===== src/hdl/cce_pkg.sv =====
// ----------------------------------------------------------------------------
// cce_pkg
// Shared constants, types and helpers of the 3x3 replicate-border convolver.
// ----------------------------------------------------------------------------
`default_nettype none

package cce_pkg;

	localparam int MAX_WIDTH  = 1024;
	localparam int MAX_HEIGHT = 4096;
	localparam int PIXEL_BITS = 8;
	localparam int COEF_BITS  = 8;
	localparam int TAPS       = 3;

	localparam int COL_W     = $clog2(MAX_WIDTH);
	localparam int ROW_W     = $clog2(MAX_HEIGHT);
	localparam int FW_W      = 11;
	localparam int FH_W      = 13;
	localparam int KREG_W    = TAPS * COEF_BITS;
	localparam int VAL_W     = 20;
	localparam int PROD_W    = COEF_BITS + PIXEL_BITS + 1;
	localparam int CFG_W     = 24;
	localparam int CFG_IDX_W = 3;

	localparam int MQ_DEPTH = 4;
	localparam int MQ_PTR_W = $clog2(MQ_DEPTH);
	localparam int MQ_CNT_W = MQ_PTR_W + 1;
	localparam int OQ_DEPTH = 8;
	localparam int OQ_PTR_W = $clog2(OQ_DEPTH);
	localparam int OQ_CNT_W = OQ_PTR_W + 1;

	typedef enum logic [CFG_IDX_W-1:0] {
		REG_KTOP   = 3'd0,
		REG_KMID   = 3'd1,
		REG_KBOT   = 3'd2,
		REG_WIDTH  = 3'd3,
		REG_HEIGHT = 3'd4
	} cfg_reg_t;

	typedef logic [PIXEL_BITS-1:0] pix_t;
	// [0] top, [1] middle, [2] bottom
	typedef pix_t [TAPS-1:0] col_t;
	// [0] left, [1] middle, [2] right
	typedef col_t [TAPS-1:0] nbhd_t;
	// [0] top kernel row
	typedef logic [TAPS-1:0][KREG_W-1:0] kern_t;

	// one classified pixel or drain request, up to two results
	typedef struct packed {
		nbhd_t            cols;
		logic [ROW_W-1:0] row;
		logic [COL_W-1:0] col_a;
		logic [COL_W-1:0] col_b;
		logic             emit_a;
		logic             emit_b;
		logic             last;
	} job_t;

	typedef struct packed {
		logic signed [VAL_W-1:0] value;
		logic [ROW_W-1:0]        row;
		logic [COL_W-1:0]        col;
		logic                    last;
	} res_t;

	function automatic logic signed [COEF_BITS-1:0] coef(input kern_t k, input int r,
		input int c);
		return k[r][c*COEF_BITS +: COEF_BITS];
	endfunction

endpackage

`default_nettype wire


===== src/hdl/cce_back.sv =====
// ----------------------------------------------------------------------------
// cce_back
// Expands jobs into results, multiplies and sums, queues results.
// ----------------------------------------------------------------------------
`default_nettype none

module cce_back import cce_pkg::*; (
	input  wire logic  clk,
	input  wire logic  arst_n,
	input  wire logic  head_valid,
	input  wire job_t  head,
	input  wire kern_t kernel,
	input  wire logic  pop,
	output logic       job_pop,
	output logic       empty,
	output res_t       result
);

	logic                phase_q;
	logic                issue, second, credit;
	logic [OQ_CNT_W:0]   pending;

	logic                v_s1, v_s2;
	nbhd_t               cols_s1;
	logic [ROW_W-1:0]    row_s1, row_s2;
	logic [COL_W-1:0]    col_s1, col_s2;
	logic                last_s1, last_s2;
	logic signed [PROD_W-1:0] prod [TAPS][TAPS];
	logic signed [PROD_W-1:0] prod_s2 [TAPS][TAPS];
	logic signed [VAL_W-1:0]  sum;

	res_t                oq_q [OQ_DEPTH];
	logic [OQ_PTR_W-1:0] owr_q, ord_q;
	logic [OQ_CNT_W-1:0] ocnt_q;
	logic                do_pop;

	// room counts results still in the multiply stages
	assign pending = (OQ_CNT_W+1)'(ocnt_q) + (OQ_CNT_W+1)'(v_s1) + (OQ_CNT_W+1)'(v_s2);
	assign credit  = pending < (OQ_CNT_W+1)'(OQ_DEPTH);
	assign issue   = head_valid && credit;
	assign second  = phase_q || !head.emit_a;
	assign job_pop = issue && (second || !head.emit_b);

	always_ff @(posedge clk or negedge arst_n) begin
		if (!arst_n) begin
			phase_q <= 1'b0;
			v_s1    <= 1'b0;
			v_s2    <= 1'b0;
		end else begin
			if (issue) begin
				phase_q <= !second && head.emit_b;
			end
			v_s1 <= issue;
			v_s2 <= v_s1;
		end
	end

	always_ff @(posedge clk) begin
		if (second) begin
			cols_s1 <= {head.cols[2], head.cols[2], head.cols[1]};
			col_s1  <= head.col_b;
		end else begin
			cols_s1 <= head.cols;
			col_s1  <= head.col_a;
		end
		row_s1  <= head.row;
		last_s1 <= head.last && !second;
		row_s2  <= row_s1;
		col_s2  <= col_s1;
		last_s2 <= last_s1;
		prod_s2 <= prod;
	end

	always_comb begin
		for (int r = 0; r < TAPS; r++) begin
			for (int c = 0; c < TAPS; c++) begin
				prod[r][c] = coef(kernel, r, c) * $signed({1'b0, cols_s1[c][r]});
			end
		end
	end

	always_comb begin
		sum = '0;
		for (int r = 0; r < TAPS; r++) begin
			for (int c = 0; c < TAPS; c++) begin
				sum = sum + VAL_W'(prod_s2[r][c]);
			end
		end
	end

	assign do_pop = pop && (ocnt_q != '0);
	assign empty  = ocnt_q == '0;
	assign result = oq_q[ord_q];

	always_ff @(posedge clk or negedge arst_n) begin
		if (!arst_n) begin
			owr_q  <= '0;
			ord_q  <= '0;
			ocnt_q <= '0;
		end else begin
			if (v_s2) begin
				owr_q <= owr_q + OQ_PTR_W'(1);
			end
			if (do_pop) begin
				ord_q <= ord_q + OQ_PTR_W'(1);
			end
			ocnt_q <= ocnt_q + OQ_CNT_W'(v_s2) - OQ_CNT_W'(do_pop);
		end
	end

	always_ff @(posedge clk) begin
		if (v_s2) begin
			oq_q[owr_q] <= '{value: sum, row: row_s2, col: col_s2, last: last_s2};
		end
	end

endmodule

`default_nettype wire


===== config.mk =====
export PLATFORM = sky130hd
export DESIGN_NAME = cce_back
export DESIGN_NICKNAME = d
export VERILOG_FILES = /design/src/hdl/cce_pkg.sv /design/src/hdl/cce_back.sv
export SDC_FILE = /design/constraint.sdc
export NUM_CORES = 2
export LEC_CHECK = 0
export ABC_CLOCK_PERIOD_IN_PS = 7200
export BUFFER_PORTS_ARGS = -buffer_cell sky130_fd_sc_hd__buf_2
export CAP_MARGIN = 20
export CORE_MARGIN = 3
export CORE_UTILIZATION = 35
export CTS_CLUSTER_DIAMETER = 100
export DETAILED_ROUTE_END_ITERATION = 8
export PLACE_DENSITY = 0.51
export RECOVER_POWER = 100
export REMOVE_ABC_BUFFERS = 1
export SETUP_SLACK_MARGIN = 0.3
export SYNTH_ARGS = -nofsm -noshare
export SYNTH_HDL_FRONTEND = slang
export SYNTH_SLANG_ARGS = --single-unit

===== constraint.sdc =====
create_clock -name clk -period 7.2 [get_ports clk]
set_input_delay 0.36 -clock clk [delete_from_list [all_inputs] [get_ports clk]]
set_output_delay 0.36 -clock clk [all_outputs]
set_load 0.005 [all_outputs]

== Yosys cells after proc, flatten, opt, wreduce, memory -nomap -nowiden ==
Memories as Yosys holds them, arrays and structs flattened.
Cells that the tools add are included.

* Flip-flop bits (word level): 284
* Bits in writable memories: 344
* Input bits: 183
* Memories: 1

* Add/sub/neg operators: 14
* Multiply operators: 9
* Order comparisons: 1
* Multiplexer cells: 4
* Reductions and logical operators: 12

{| class="wikitable"
|+ Memories
! memory !! depth !! bits a word !! rd ports !! clocked after memory_dff !! write ports !! line !! source
|-
| oq_q || 8 || 43 || 1 || 0 || 1 || cce_back.sv:32 || <nowiki>res_t oq_q [OQ_DEPTH];</nowiki>
|}

{| class="wikitable"
|+ Operators with widths
! kind !! count
|-
| 8-bit by 9-bit multiplier with 17-bit output || 9
|-
| 20-bit by 17-bit adder with 20-bit output || 5
|-
| 48-bit two-way mux || 1
|-
| 19-bit by 17-bit adder with 20-bit output || 1
|-
| 18-bit by 17-bit adder with 19-bit output || 1
|-
| 17-bit by 17-bit adder with 18-bit output || 1
|-
| 10-bit two-way mux || 1
|-
| 3-bit by 1-bit adder with 3-bit output (second input constant) || 2
|-
| 4-bit by 1-bit adder with 5-bit output || 1
|-
| 5-bit by 1-bit adder with 5-bit output || 1
|-
| 1-bit logical AND || 5
|-
| 5-bit by 4-bit < comparator with 1-bit output (second input constant) || 1
|-
| 4-bit by 1-bit adder with 4-bit output || 1
|-
| 4-bit zero test || 1
|-
| 4-bit nonzero test || 1
|-
| 4-bit by 1-bit subtractor with 4-bit output || 1
|-
| 1-bit zero test || 3
|-
| 1-bit logical OR || 2
|-
| 1-bit two-way mux || 2
|}

== Depth between registers and ports, before layout ==
* Depth in word-level cells: 8
* Depth in mapped cells: 18

== Worst setup path after synthesis ==
Ideal clock, no wire load.

* Path type: register to register
* From: register prod_s2[104] (netlist bit)
* To: memory oq_q[0][39] (netlist bit) (data pin)
* Data arrival time: 4.443 ns
* Required time: 6.879 ns
* Path slack: 2.436 ns
* Cell stages (with the launch flop): 15
* Clock period less this slack: 4.764 ns
* Cells stage by stage: dfxtp_1 > fa_1 > fa_1 > inv_1 > fa_1 > fa_1 > inv_1 > ha_1 > fa_1 > a211oi_1 > o21bai_1 > nand2_1 > a31oi_1 > o21ba_2 > o311ai_0

* Longest elaborated chain between the ends: 7

{| class="wikitable"
|+ RTL lines
! element !! line !! source
|-
| start, declared || cce_back.sv:29 || <nowiki>logic signed [PROD_W-1:0] prod_s2 [TAPS][TAPS];</nowiki>
|-
| start signal, assigned || cce_back.sv:71 || <nowiki>prod_s2 <= prod;</nowiki>
|-
| 18-bit by 17-bit adder with 19-bit output || cce_back.sv:86 || <nowiki>sum = sum + VAL_W'(prod_s2[r][c]);</nowiki>
|-
| 19-bit by 17-bit adder with 20-bit output || cce_back.sv:86 ||
|-
| 20-bit by 17-bit adder with 20-bit output (5 in a row) || cce_back.sv:86 ||
|-
| via sum[16] || cce_back.sv:30 || <nowiki>logic signed [VAL_W-1:0] sum;</nowiki>
|-
| end, declared || cce_back.sv:32 ||
|}

The timed path passes the listed nets, and every way through them passes these cells.

==> impl_metrics.toml <==
[outcome]
status = "complete, but fails checks"
violations = "max-capacitance violations, max-slew violations"

[worst_setup_path]
worst_ep_arrival_time_ns = 5.44
crit_chain = "clkbuf_1 -> mux4_2 -> mux2_2 -> clkbuf_1"
path_common_cell = "clkbuf_1"
cp-end-kind = "primary output"
critical-path-slowest-cell = "clkbuf_1"
crit_required_ns = 6.84
r2r_slack_ns = 1.84
crit_type = "register to primary output"
critPathMaxFanout = 67
crit_cells = 4
critical_path.startpoint_type = "register"
critical_path.max_stage_delay_ns = 3.00
cp.buffers_inverters = 2
r2r_cells = 14
critical-path-top-delay-family = "buffers and inverters"

[synthesis]
synth_top_area_share_pct = 23.7
muxShareOfSynthArea_pct = 7.20
synthCells = 3681
synth_compound_area_share_pct = 3.76
yosysSeqAreaShare_pct = 37.0
synth_simple_gate_area_share_pct = 10.0
synth_area_leaders = "edfxtp_1, fa_1, dfxtp_1"
ys_seq_elements = 628
yosysUniqueCellTypes = 68
synth-xor-area-share_pct = 2.28
syn-cell-area_um2 = 43500
ys_async_sr_fraction_pct = 2.07
syn_avg_cell_area_um2 = 11.8
yosys.area_share.adder_pct = 32.9
synth_top_family_by_area = "adder cells"
yosysMostFrequentCell = "inv_1"
yosysTopAreaCell = "edfxtp_1"
synth_warnings = 0
yosys-top-cells-count = "inv_1, fa_1, ha_1"
synth_edf_count = 344
synth_flop_cell = "edfxtp_1"

[detailed_routing]
drc = 0
dr.pass1.iters = 6
routedWlPerCell_um = 17.9
antenna_left = 0
viasPerCell = 4.64
wirelength_um = 103000
vias = 26786
dr.first_iter.drc_count = 1219

[grt]
grt_pass1_vias = 28932
grt_max_degree = 68
grt.total_usage_pct = 16.6
grt_overflow_total = 0
antenna_found_initial = 9
grt_pass1_wl_um = 164000

[timing]
max_freq_ghz = 0.172
grt_setup_unrepaired = "false"
slew_headroom_pct = -181
fin_crit_ns = 5.80
finalCritPeriodShare_pct = 80.6
finalSetupViolCount = 0
drv_slew = 553
worst_slew_pin_slew_ns = 4.22
hold_violations = 0
finalSetupTns_ns = 0
fin_skew_ns = 0.0250

[placed_design]
io_buffers = 227
place.gp.congestion = 0.796
dp_cells = 5512
dp.final_hpwl_um = 78200

[run]
max_cap_viol_count = 13

[clock_network]
tritoncts = "done"
cts-root-buf = "clkbuf_16"
cts_hold_buf = 125
cts.sinks = 628
cts_buffers = 76
clock_latency_ns = 0.67
cts_buffer_depth = 3
cts_max_level = 3
cts_resized = 0
clkTransAtPathRegs_ns = 0.06
cts_setup_buffers = 0

[final_layout]
final_cells = 5779
nFillCells = 11815
syn2layout_area_growth_pct = 16.2
nets = 5145
regArea_um2 = 16100
multi_input_area_um2 = 24400
final_layout_size_suffix_gt1_share_pct = 11.9

[floorplanning]
initial_core_util_pct = 35.5
die-area_um2 = 129000
fp.dieW_um = 359
pin_count = 228
num_rows = 128
core_area_um2 = 123000
die_h_um = 359

[hold_path]
hp-class = "input port to register"
holdPathStages = 2
## worst reg2reg max path: stages, from the launching register on
cell and delay (ns):
dfxtp_1 0.31, inv_1 0.05, fa_1 0.52, fa_1 0.57, fa_1 0.43, fa_1 0.49
inv_1 0.04, ha_1 0.21, fa_1 0.49, a211oi_1 0.27, o21bai_1 0.14, nand2_1 0.10
a31oi_1 0.17, o21ba_2 0.24, o311ai_0 0.99
## state kept, by name, summed over array words and instances (netlist names), 3 cells and up
signal and flops:
oq_q 344, prod_s2 153, cols_s1 72, row_s1 12, row_s2 12, col_s1 10, col_s2 10, ocnt_q 4
ord_q 3, owr_q 3
## routing by layer
metal	part of all wire, %	GRT usage, %
met5	0.020	0
met1	44	21.1
met3	3.2	2.48
met2	51	29.6
met4	2.1	4.20
## placed cells by master (no fill, tap or decap), drive strengths merged, types with 14 or more instances in the layout
cell         Yosys  layout
dfxtp          271     271
fa             455     455
nand2          286     286
a211oi          17      17
and2           293     293
o21ai           38      38
buf             21     181
edfxtp         344     344
a21oi           75      75
and3            14      14
nor2            93      93
inv            747     761
clkbuf          14     159
o211ai          14      14
nor2b           27      27
ha             417     417
mux2           106     106
mux4            86      86
xnor2           72      72
clkinv           0      18
dlygate4sd3      0     125
nand2b          60      60
a21o            22      22
xor2            41      41
nor3            36      36
## kinds of logic (layout without fill, tap and decap cells)
family                     count (synthesis)  in the layout
AOI/OAI and AO/OA                        241            241
xor gates and xnor gates                 113            113
adders and majority gates                872            872
buffers and inverters                    782           1254
DFF                                      628            628
muxes                                    192            192
other                                      0              1
and+or+nand+nor                          853            853
## per-stage QoR
stage	utilization [%]	instance area, µm²	setup WS, ns	hold WS [ns]
final	41.2	50500	1.40	0.147
after global routing	41.2	50500	0.890	0.0998
after CTS	41.4	50700	1.84	0.0785
after detailed placement	38.1	46700	1.84	0.302
after global placement	38.1	46700	1.90	0.299
after floorplan	-	43300	2.44	0.0644
## area by class of cell
cell class | count | share of cell area [%]
Inverter | 747 | 5.55
Sequential cell | 628 | 31.8
Clock inverter | 42 | 1.22
Clock buffer | 99 | 4.26
Multi-Input combinational cell | 2271 | 48.4
Antenna cell | 1 | 0.00495
Tap cell | 1625 | 4.02
Timing Repair Buffer | 366 | 4.72
## worst paths after layout
kind,start,end
worst max-delay path,ord_q[1],result[31]
worst min-delay path,kernel[64],prod_s2[0]
worst max register to register,prod_s2[53],oq_q[7][39]
worst min register to register,row_s1[0],row_s2[0]
max in group asynchronous,arst_n,ord_q[1]
min in group asynchronous,arst_n,owr_q[1]
Power is not shown: default switching activity piles up to over one toggle a cycle in this logic, so the estimate is an artifact.
