==> config.mk <==
export PLATFORM = sky130hd
export DESIGN_NAME = cce_job_q
export DESIGN_NICKNAME = d
export VERILOG_FILES = /design/src/hdl/cce_pkg.sv /design/src/hdl/cce_job_q.sv
export SDC_FILE = /design/constraint.sdc
export NUM_CORES = 1
export LEC_CHECK = 0
export ABC_AREA = 1
export BUFFER_PORTS_ARGS = -buffer_cell sky130_fd_sc_hd__buf_4
export CORE_ASPECT_RATIO = 0.75
export CORE_MARGIN = 2
export CORE_UTILIZATION = 40
export DETAILED_ROUTE_END_ITERATION = 10
export PLACE_DENSITY = 0.66
export REMOVE_ABC_BUFFERS = 1
export SLEW_MARGIN = 40
export SYNTH_ARGS = -nofsm -noshare
export SYNTH_HDL_FRONTEND = slang
export SYNTH_SLANG_ARGS = --single-unit
==> constraint.sdc <==
create_clock -name clk -period 4.41 [get_ports clk]
set_input_delay 0.441 -clock clk [delete_from_list [all_inputs] [get_ports clk]]
set_output_delay 0.441 -clock clk [all_outputs]
set_load 0.005 [all_outputs]
==> src/hdl/cce_pkg.sv <==
// ----------------------------------------------------------------------------
// cce_pkg
// Shared constants, types and helpers of the 3x3 replicate-border convolver.
// ----------------------------------------------------------------------------
`default_nettype none

package cce_pkg;

	localparam int MAX_WIDTH  = 1024;
	localparam int MAX_HEIGHT = 4096;
	localparam int PIXEL_BITS = 8;
	localparam int COEF_BITS  = 8;
	localparam int TAPS       = 3;

	localparam int COL_W     = $clog2(MAX_WIDTH);
	localparam int ROW_W     = $clog2(MAX_HEIGHT);
	localparam int FW_W      = 11;
	localparam int FH_W      = 13;
	localparam int KREG_W    = TAPS * COEF_BITS;
	localparam int VAL_W     = 20;
	localparam int PROD_W    = COEF_BITS + PIXEL_BITS + 1;
	localparam int CFG_W     = 24;
	localparam int CFG_IDX_W = 3;

	localparam int MQ_DEPTH = 4;
	localparam int MQ_PTR_W = $clog2(MQ_DEPTH);
	localparam int MQ_CNT_W = MQ_PTR_W + 1;
	localparam int OQ_DEPTH = 8;
	localparam int OQ_PTR_W = $clog2(OQ_DEPTH);
	localparam int OQ_CNT_W = OQ_PTR_W + 1;

	typedef enum logic [CFG_IDX_W-1:0] {
		REG_KTOP   = 3'd0,
		REG_KMID   = 3'd1,
		REG_KBOT   = 3'd2,
		REG_WIDTH  = 3'd3,
		REG_HEIGHT = 3'd4
	} cfg_reg_t;

	typedef logic [PIXEL_BITS-1:0] pix_t;
	// [0] top, [1] middle, [2] bottom
	typedef pix_t [TAPS-1:0] col_t;
	// [0] left, [1] middle, [2] right
	typedef col_t [TAPS-1:0] nbhd_t;
	// [0] top kernel row
	typedef logic [TAPS-1:0][KREG_W-1:0] kern_t;

	// one classified pixel or drain request, up to two results
	typedef struct packed {
		nbhd_t            cols;
		logic [ROW_W-1:0] row;
		logic [COL_W-1:0] col_a;
		logic [COL_W-1:0] col_b;
		logic             emit_a;
		logic             emit_b;
		logic             last;
	} job_t;

	typedef struct packed {
		logic signed [VAL_W-1:0] value;
		logic [ROW_W-1:0]        row;
		logic [COL_W-1:0]        col;
		logic                    last;
	} res_t;

	function automatic logic signed [COEF_BITS-1:0] coef(input kern_t k, input int r,
		input int c);
		return k[r][c*COEF_BITS +: COEF_BITS];
	endfunction

endpackage

`default_nettype wire

==> src/hdl/cce_job_q.sv <==
// ----------------------------------------------------------------------------
// cce_job_q
// Short job queue between the front and the back.
// ----------------------------------------------------------------------------
`default_nettype none

module cce_job_q import cce_pkg::*; (
	input  wire logic          clk,
	input  wire logic          arst_n,
	input  wire logic          push,
	input  wire job_t          push_job,
	input  wire logic          pop,
	output logic [MQ_CNT_W-1:0] count,
	output logic               head_valid,
	output job_t               head
);

	job_t                slot_q [MQ_DEPTH];
	logic [MQ_PTR_W-1:0] wr_q, rd_q;
	logic [MQ_CNT_W-1:0] cnt_q;
	logic                do_pop;

	assign do_pop     = pop && (cnt_q != '0);
	assign count      = cnt_q;
	assign head_valid = cnt_q != '0;
	assign head       = slot_q[rd_q];

	always_ff @(posedge clk or negedge arst_n) begin
		if (!arst_n) begin
			wr_q  <= '0;
			rd_q  <= '0;
			cnt_q <= '0;
		end else begin
			if (push) begin
				wr_q <= wr_q + MQ_PTR_W'(1);
			end
			if (do_pop) begin
				rd_q <= rd_q + MQ_PTR_W'(1);
			end
			cnt_q <= cnt_q + MQ_CNT_W'(push) - MQ_CNT_W'(do_pop);
		end
	end

	always_ff @(posedge clk) begin
		if (push) begin
			slot_q[wr_q] <= push_job;
		end
	end

endmodule

`default_nettype wire

---- Word-level counts from Yosys, hierarchy flattened ----
Memory sizes are Yosys's and may differ from the RTL's.
Index checks and enable logic that the tools add are counted.
cells by class
  add/sub/neg operators ................... 4
  muxes and demuxes ....................... 2
  reduce and logical (&&, ||, !) cells .... 2
operator list
  cell                   number
  $add A2 B1 Y2 const B  2
  $add A3 B1 Y3          1
  $reduce_bool A3 Y1     1
  $sub A3 B1 Y3          1
  $mux W1                2
  $logic_and A1 B1 Y1    1
word-level totals
  register bits ........................... 7
  RAM bits ................................ 428
  bits of input ports ..................... 111
  output and inout port bits .............. 111
  logic and storage cells ................. 12
  memories kept ........................... 1
memory list
  name    words  bits a word  rd ports  clocked after Yosys merged registers in  write ports  line             text
  slot_q  4      107          1         0                                        1            cce_job_q.sv:18  job_t slot_q [MQ_DEPTH];

---- Depth between registers and ports, before layout ----
Gate-level depths: netlist of the first run.
  depth in word-level cells ............... 3
  depth in mapped cells ................... 11
  depth with buffers taken out ............ 11

---- Worst setup path after synthesis of the first run ----
OpenSTA, ideal clock, no wires.
  kind .................................... input -> register
  from .................................... in push
  to ...................................... mem slot_q[1][0] in the netlist's numbering, enable pin
  library setup time ...................... 461 ps
  arrival time ............................ 2803 ps
  data required time ...................... 3949 ps
  slack ................................... 1147 ps
  stages on the path ...................... 3
  buffers on the path ..................... 1
  path through ............................ clkbuf_1 > nand2_1 > inv_1
between the ends
  longest elaborated chain between the ends .. 2
ends and longest elaborated chain
  item                           line             text
  start: declaration             cce_job_q.sv:10  input wire logic push,
  $mux W1                        cce_job_q.sv:45  if (push) begin
  $mux W1 (implied by the code)  cce_job_q.sv:46  slot_q[wr_q] <= push_job;
  end: declaration               cce_job_q.sv:18
No other way between the ends.

==> results.json, run 1 <==
{
  "gp_congestion": 0.756,
  "chipWidth_um": 243,
  "worstPathArrival_ns": 2.59,
  "cts_tree": "built",
  "status": "completed",
  "vias": 10300,
  "synth_top_area_cell": "edfxtp_1",
  "cp-end-kind": "output port",
  "yosysWarnings": 0,
  "ff2ff_path_depth": 11,
  "drtAntennaViolNets": 0,
  "p_leak_nw": 8.18,
  "wl_met1_um": 15500,
  "cts_resized": 0,
  "initial_utilization": 0.408,
  "antenna_found_initial": 2,
  "syn_inst": 1407,
  "fp.dieH_um": 184,
  "post-route-min-period_ns": 3.04,
  "timing.fmax_mhz": 329,
  "yosys.area.top_type_share": 0.747,
  "wl_met2_um": 16900,
  "crit_chain": "buf_12 > o21ai_0 > nand2_1 > nand2_1 > buf_4",
  "drt_iter0_drc": 654,
  "post-dp-hpwl_um": 20400,
  "worstSkewPairLatency_ns": 0.55,
  "root_buffer": "clkbuf_16",
  "slowest_delay_ns": 0.78,
  "fin_crit_sh": 0.688,
  "io_pins": 222,
  "io_buffers": 221,
  "r2r_end": "count[2]$_DFF_PN0_",
  "holdWs_ns": 0.0806,
  "grt-ovfl-total": 0,
  "core_area_um2": 42200,
  "r2r_start": "count[1]$_DFF_PN0_",
  "globalRouteTotalUtil": 0.160,
  "grt_max_degree": 155,
  "worstHoldStart": "push_job[83]",
  "pwr_density_cell_nw_per_um2": 662,
  "cap_violations": 0,
  "cp_slowest_cell": "dfrtp_4",
  "slew_headroom": 0.502,
  "path_clk_slew_ns": 0.06,
  "area_growth_pct": 20.3,
  "highest_layer": "met5",
  "total_power_w": 0.0137,
  "routed_via_density": 4.66,
  "wl_um": 35500,
  "htree_levels": 2,
  "path_common_cell": "nand2_1",
  "fillers": 3687,
  "slew_viol_final": 0,
  "crit_path_start_kind": "register",
  "wl_met3_um": 2550,
  "synth-seq-cells": 435,
  "regToRegSetupSlack_ns": 2.32,
  "drtPass1Iterations": 4,
  "avgSynthCellArea_um2": 12.2,
  "peakVddDrop_v": 0.000494,
  "final_cell_mix": "edfxtp_1 (428), nand2_1 (337), buf_4 (226)",
  "rsz0062_at_grt": "no",
  "cts-buffers-inserted": 44,
  "syn_area_um2": 17200,
  "dieArea_um2": 44700,
  "drive_gt1_frac": 0.181,
  "first_global_vias": 10400,
  "final_common_cell": "edfxtp_1",
  "synth_area_leaders": "edfxtp_1 (75%), nand2_1 (7.4%), nor2_1 (4.7%), o21ai_0 (4.0%), inv_1 (2.6%)",
  "wl_per_cell_um": 16.0,
  "drc": 0,
  "cts_sinks": 435,
  "critPathMaxFanout": 154,
  "grt_pass1_wl_um": 56200,
  "hold_viol_final": 0,
  "placementRows": 65,
  "yosysSeqAreaShare": 0.757,
  "skew_ns": 0.0273,
  "layout.nets": 1734,
  "holdPathStages": 1,
  "tightest_slew_ns": 0.746,
  "critPathKind": "register to output port",
  "synthDistinctLibCells": 20,
  "hold_class": "primary input to register",
  "setup_violations": 0,
  "clk_path_buf_depth": 3,
  "cp.required_ns": 3.97,
  "min_to": "slot_q[0][83]$_DFFE_PP_"
}
## cell families (layout without fill, tap and decap cells)
family                   Yosys count  in the layout  synth area share
XOR/XNOR                           3              3           0.00153
flip-flops                       435            435             0.757
AO/OA/AOI/OAI                    215            215            0.0625
adder cells (fa/ha/maj)            7              7           0.00553
AND/OR/NAND/NOR                  554            554             0.121
other                              0              1                 0
buffers and inverters            193            435            0.0523
## cell usage after synthesis, drive strengths merged
library cell  number
nand2            337
fa                 1
inv              122
clkbuf            24
dfrtp              7
ha                 6
buf               47
nor2             215
nand3              2
edfxtp           428
o21ai            215
xor2               2
xnor2              1
## per-stage QoR
step / worst slack, ns / std cells / util / TNS (ns) / cell area, µm²
after floorplan: -2.84 / 1336 / - / -303.66 / 16800
after global placement: 1.79 / 2137 / 0.458 / 0 / 19300
after detailed placement: 1.98 / 2137 / 0.458 / 0 / 19300
after CTS: 1.35 / 2217 / 0.490 / 0 / 20700
after global routing: 1.09 / 2219 / 0.490 / 0 / 20700
final: 1.37 / 2219 / 0.490 / 0 / 20700
## timing repair
item	4_1_cts	5_1_grt
hold endpoints to repair	7	0
setup buffers	0	0
endpoints found under the setup margin	0	0
hold buffers	1	0
## worst max-delay path: cells and delay by family, from the launching register on
kind                   cells  cell delay, ns
AOI/OAI and AO/OA          1            0.24
buffers and inverters      2            0.55
DFF                        1            0.78
and+or+nand+nor            2            0.19
## per-layer routing
metal	GRT usage	vias up
met5	0	-
met3	0.0444	51
met4	0.0410	2
li1	-	5152
met1	0.207	4895
met2	0.268	239
## layout make-up
type	count	area, µm²	area share
Sequential cell	435	13000	0.630
Inverter	122	485	0.0235
Timing Repair Buffer	234	1850	0.0892
Clock inverter	22	165	0.00798
Clock buffer	57	1170	0.0566
Multi-Input combinational cell	779	3280	0.158
Tap cell	569	712	0.0344
Antenna cell	1	2.50	0.000121
## sequential cells by signal, summed over array words and instances (netlist names)
register,cells
wr_q,2
count,3
slot_q,428
rd_q,2
## worst max path at each step
| stage | from | to | depth (start not counted) |
|---|---|---|---|
| after floorplan | rd_q[0]$_DFFE_PN0P_ | head[0] | 3 |
| after global placement | rd_q[0]$_DFFE_PN0P_ | head[72] | 5 |
| after detailed placement | rd_q[0]$_DFFE_PN0P_ | head[23] | 5 |
| after CTS | rd_q[0]$_DFFE_PN0P_ | head[23] | 5 |
| after global routing | rd_q[0]$_DFFE_PN0P_ | head[2] | 6 |
| final | rd_q[0]$_DFFE_PN0P_ | head[60] | 5 |
## power by group
part,total (W),internal (W),switching (W)
clock,0.00349,0.00199,0.00150
sequential,0.00565,0.00541,0.000247
combinational,0.00456,0.00179,0.00277
total,0.0137,0.00919,0.00451
Power figures use the tool's default switching activity.
==> inputs of run 2 (changes only) <==
ABC_AREA = 0   (was 1)
clock period = 3.17 ns   (was 4.41 ns; I/O delays follow)
==> run 2 against run 1 <==
  * Wire length decreased by 14%
  * Die area decreased by 8.0%
  * Non-clock buffer count increased by 110
  * Via count decreased by 28%
  * Design area about the same
  * Count of clock-buffer cells in the layout unchanged
==> results.json, run 2 <==
{
  "finalWorstSetupSlack_ns": 0.432,
  "ff2ff_path_depth": 7,
  "cts_tree": "built",
  "synth_commonest_cells": "edfxtp_1 (428), mux4_2 (107), buf_2 (10), clkbuf_1 (7), dfrtp_1 (7)",
  "synthSimpleGateAreaFrac": 0.00222,
  "critPathKind": "register to output port",
  "layout.nets": 1076,
  "timing.fmax_mhz": 365,
  "rsz0062_at_grt": "no",
  "seq_power_share": 0.438,
  "wl_per_cell_um": 20.2,
  "synth_top_area_cell": "edfxtp_1",
  "place_ws_ns": 0.923,
  "power.internal_w": 0.0133,
  "slew_headroom": 0.588,
  "crit_chain": "buf_12 > mux4_2 > buf_4",
  "io_buffers": 221,
  "muxShareOfSynthArea": 0.153,
  "grt-ovfl-total": 0,
  "peakVddDrop_v": 0.000480,
  "grt_max_degree": 49,
  "skew_ns": 0.00950,
  "dpl_cell_area_um2": 18200,
  "holdBufCountCts": 109,
  "synthArstFlopShare": 0.0161,
  "synth_xor_area_frac": 0.00277,
  "worstHoldStart": "pop",
  "synth-adder-area-share": 0.00602,
  "area_growth_pct": 30.9,
  "htree_levels": 2,
  "io_pins": 222,
  "fp.dieH_um": 176,
  "antenna_found_initial": 1,
  "hold_class": "primary input to register",
  "cp-end-kind": "output port",
  "drive_gt1_frac": 0.410,
  "dieArea_um2": 41100,
  "drtAntennaViolNets": 0,
  "slowest_delay_ns": 0.70,
  "yosysWarnings": 0,
  "syn_inst": 593,
  "globalRouteTotalUtil": 0.150,
  "drtPass1Iterations": 4,
  "path_clk_slew_ns": 0.06,
  "cts_sinks": 435,
  "cp.required_ns": 2.85,
  "hold_viol_final": 0,
  "synthDistinctLibCells": 19,
  "post-dp-hpwl_um": 17900,
  "p_sw_w": 0.00477,
  "crit_path_start_kind": "register",
  "root_buffer": "clkbuf_16",
  "path_buf_inv": 2,
  "placementRows": 63,
  "synth_compound_area_frac": 0.00143,
  "synth_area_leaders": "edfxtp_1 (81%), mux4_2 (15%), dfrtp_1 (1.1%), ha_1 (0.48%), buf_2 (0.32%)",
  "power.share.combinational": 0.291,
  "cp_slowest_cell": "dfrtp_4",
  "crit_family": "flip-flops",
  "first_global_vias": 8168,
  "initial_utilization": 0.402,
  "p_leak_nw": 7.10,
  "gp_congestion": 0.689,
  "status": "completed",
  "ys.flop_type": "edfxtp_1",
  "final_cell_mix": "edfxtp_1 (428), buf_4 (224), dlygate4sd3_1 (109)",
  "routed_via_density": 4.91,
  "drt_iter0_drc": 492,
  "synth-seq-cells": 435,
  "tightest_slew_ns": 0.618,
  "synth_edf_count": 428,
  "fillers": 3043,
  "regToRegSetupSlack_ns": 1.04,
  "critPathMaxFanout": 48,
  "cts_resized": 0,
  "setup_violations": 0,
  "holdPathStages": 3,
  "avgSynthCellArea_um2": 26.6,
  "worstSkewPairLatency_ns": 0.54,
  "design_area_um2": 20700,
  "post_cts_buffers": 0,
  "fin_crit_sh": 0.864,
  "wl_um": 30500,
  "core_area_um2": 39300,
  "final_common_cell": "edfxtp_1",
  "post-route-min-period_ns": 2.74,
  "cap_violations": 0,
  "yosys.area.top_type_share": 0.813,
  "syn_area_um2": 15800,
  "drc": 0,
  "cts-buffers-inserted": 43,
  "largest-register": "slot_q",
  "clk_path_buf_depth": 3,
  "chipWidth_um": 233,
  "clkPwrFrac": 0.271,
  "vias": 7414,
  "pwr_density_cell_nw_per_um2": 874,
  "worstPathArrival_ns": 2.42,
  "min_to": "rd_q[1]$_DFFE_PN0P_",
  "yosysSeqAreaShare": 0.825,
  "slew_viol_final": 0,
  "synth.most_common_cell": "edfxtp_1",
  "grt_pass1_wl_um": 46900,
  "netSwitchingFraction": 0.264,
  "r2r_start": "count[1]$_DFF_PN0_",
  "largest_reg_flops": 428,
  "r2r_end": "count[2]$_DFF_PN0_",
  "synth_top_family_by_area": "multiplexers"
}
## run 2: layer usage
layer | vias up | track usage | wire length [µm]
met5 | - | 0 | 0
met4 | 0 | 0.0406 | 606
met3 | 50 | 0.0428 | 2130
met2 | 204 | 0.251 | 15100
met1 | 3868 | 0.193 | 12700
li1 | 3292 | - | -
## run 2: tightest hold or removal path, cell delays in order
cell      delay, ns
buf_4          0.11
o311ai_0       0.11
xnor2_1        0.07
## run 2: cell type report
class | instances | area [µm²] | share of cell area
Timing Repair Buffer | 344 | 2990 | 0.145
Sequential cell | 435 | 13000 | 0.630
Multi-Input combinational cell | 128 | 2620 | 0.126
Inverter | 6 | 22.5 | 0.00109
Clock inverter | 20 | 175 | 0.00847
Tap cell | 520 | 651 | 0.0315
Clock buffer | 57 | 1190 | 0.0576
Antenna cell | 1 | 2.50 | 0.000121
## run 2: logic make-up after synthesis
| kind of cell | count (synthesis) |
|---|---|
| buffers and inverters | 30 |
| and+or+nand+nor | 6 |
| adders and majority gates | 7 |
| DFF | 435 |
| muxes | 107 |
| xor gates and xnor gates | 5 |
| AOI/OAI and AO/OA | 3 |
## run 2: stage by stage
stage | total power, W | util | TNS, ns | hold WS [ns] | std cells
after floorplan | 0.0107 | - | -374.07 | 0.0214 | 569
after global placement | 0.0133 | 0.464 | 0 | 0.146 | 1324
after detailed placement | 0.0133 | 0.464 | 0 | 0.144 | 1324
after CTS | 0.0184 | 0.527 | 0 | 0.0871 | 1510
after global routing | 0.0190 | 0.527 | 0 | 0.116 | 1511
final | 0.0181 | 0.527 | 0 | 0.116 | 1511
## run 2: how the worst max path moves through the flow
stage,cells past startpoint,start,slack [ns],endpoint
5_1_grt,3,rd_q[0]$_DFFE_PN0P_,0.25,head[63]
3_5_place_dp,3,rd_q[0]$_DFFE_PN0P_,0.92,head[74]
6_report,3,rd_q[0]$_DFFE_PN0P_,0.43,head[20]
3_3_place_gp,3,rd_q[0]$_DFFE_PN0P_,0.92,head[102]
4_1_cts,3,rd_q[0]$_DFFE_PN0P_,0.32,head[20]
2_1_floorplan,2,rd_q[0]$_DFFE_PN0P_,-2.24,rd_q[1]$_DFFE_PN0P_
## run 2: power by group through the flow
stage / sequential [W] / combinational (W) / clock [W]
6_report: 0.00791 / 0.00527 / 0.00490
5_1_grt: 0.00802 / 0.00571 / 0.00527
4_1_cts: 0.00794 / 0.00543 / 0.00507
3_5_place_dp: 0.00805 / 0.00529 / 0
3_3_place_gp: 0.00801 / 0.00528 / 0
2_1_floorplan: 0.00833 / 0.00242 / 0
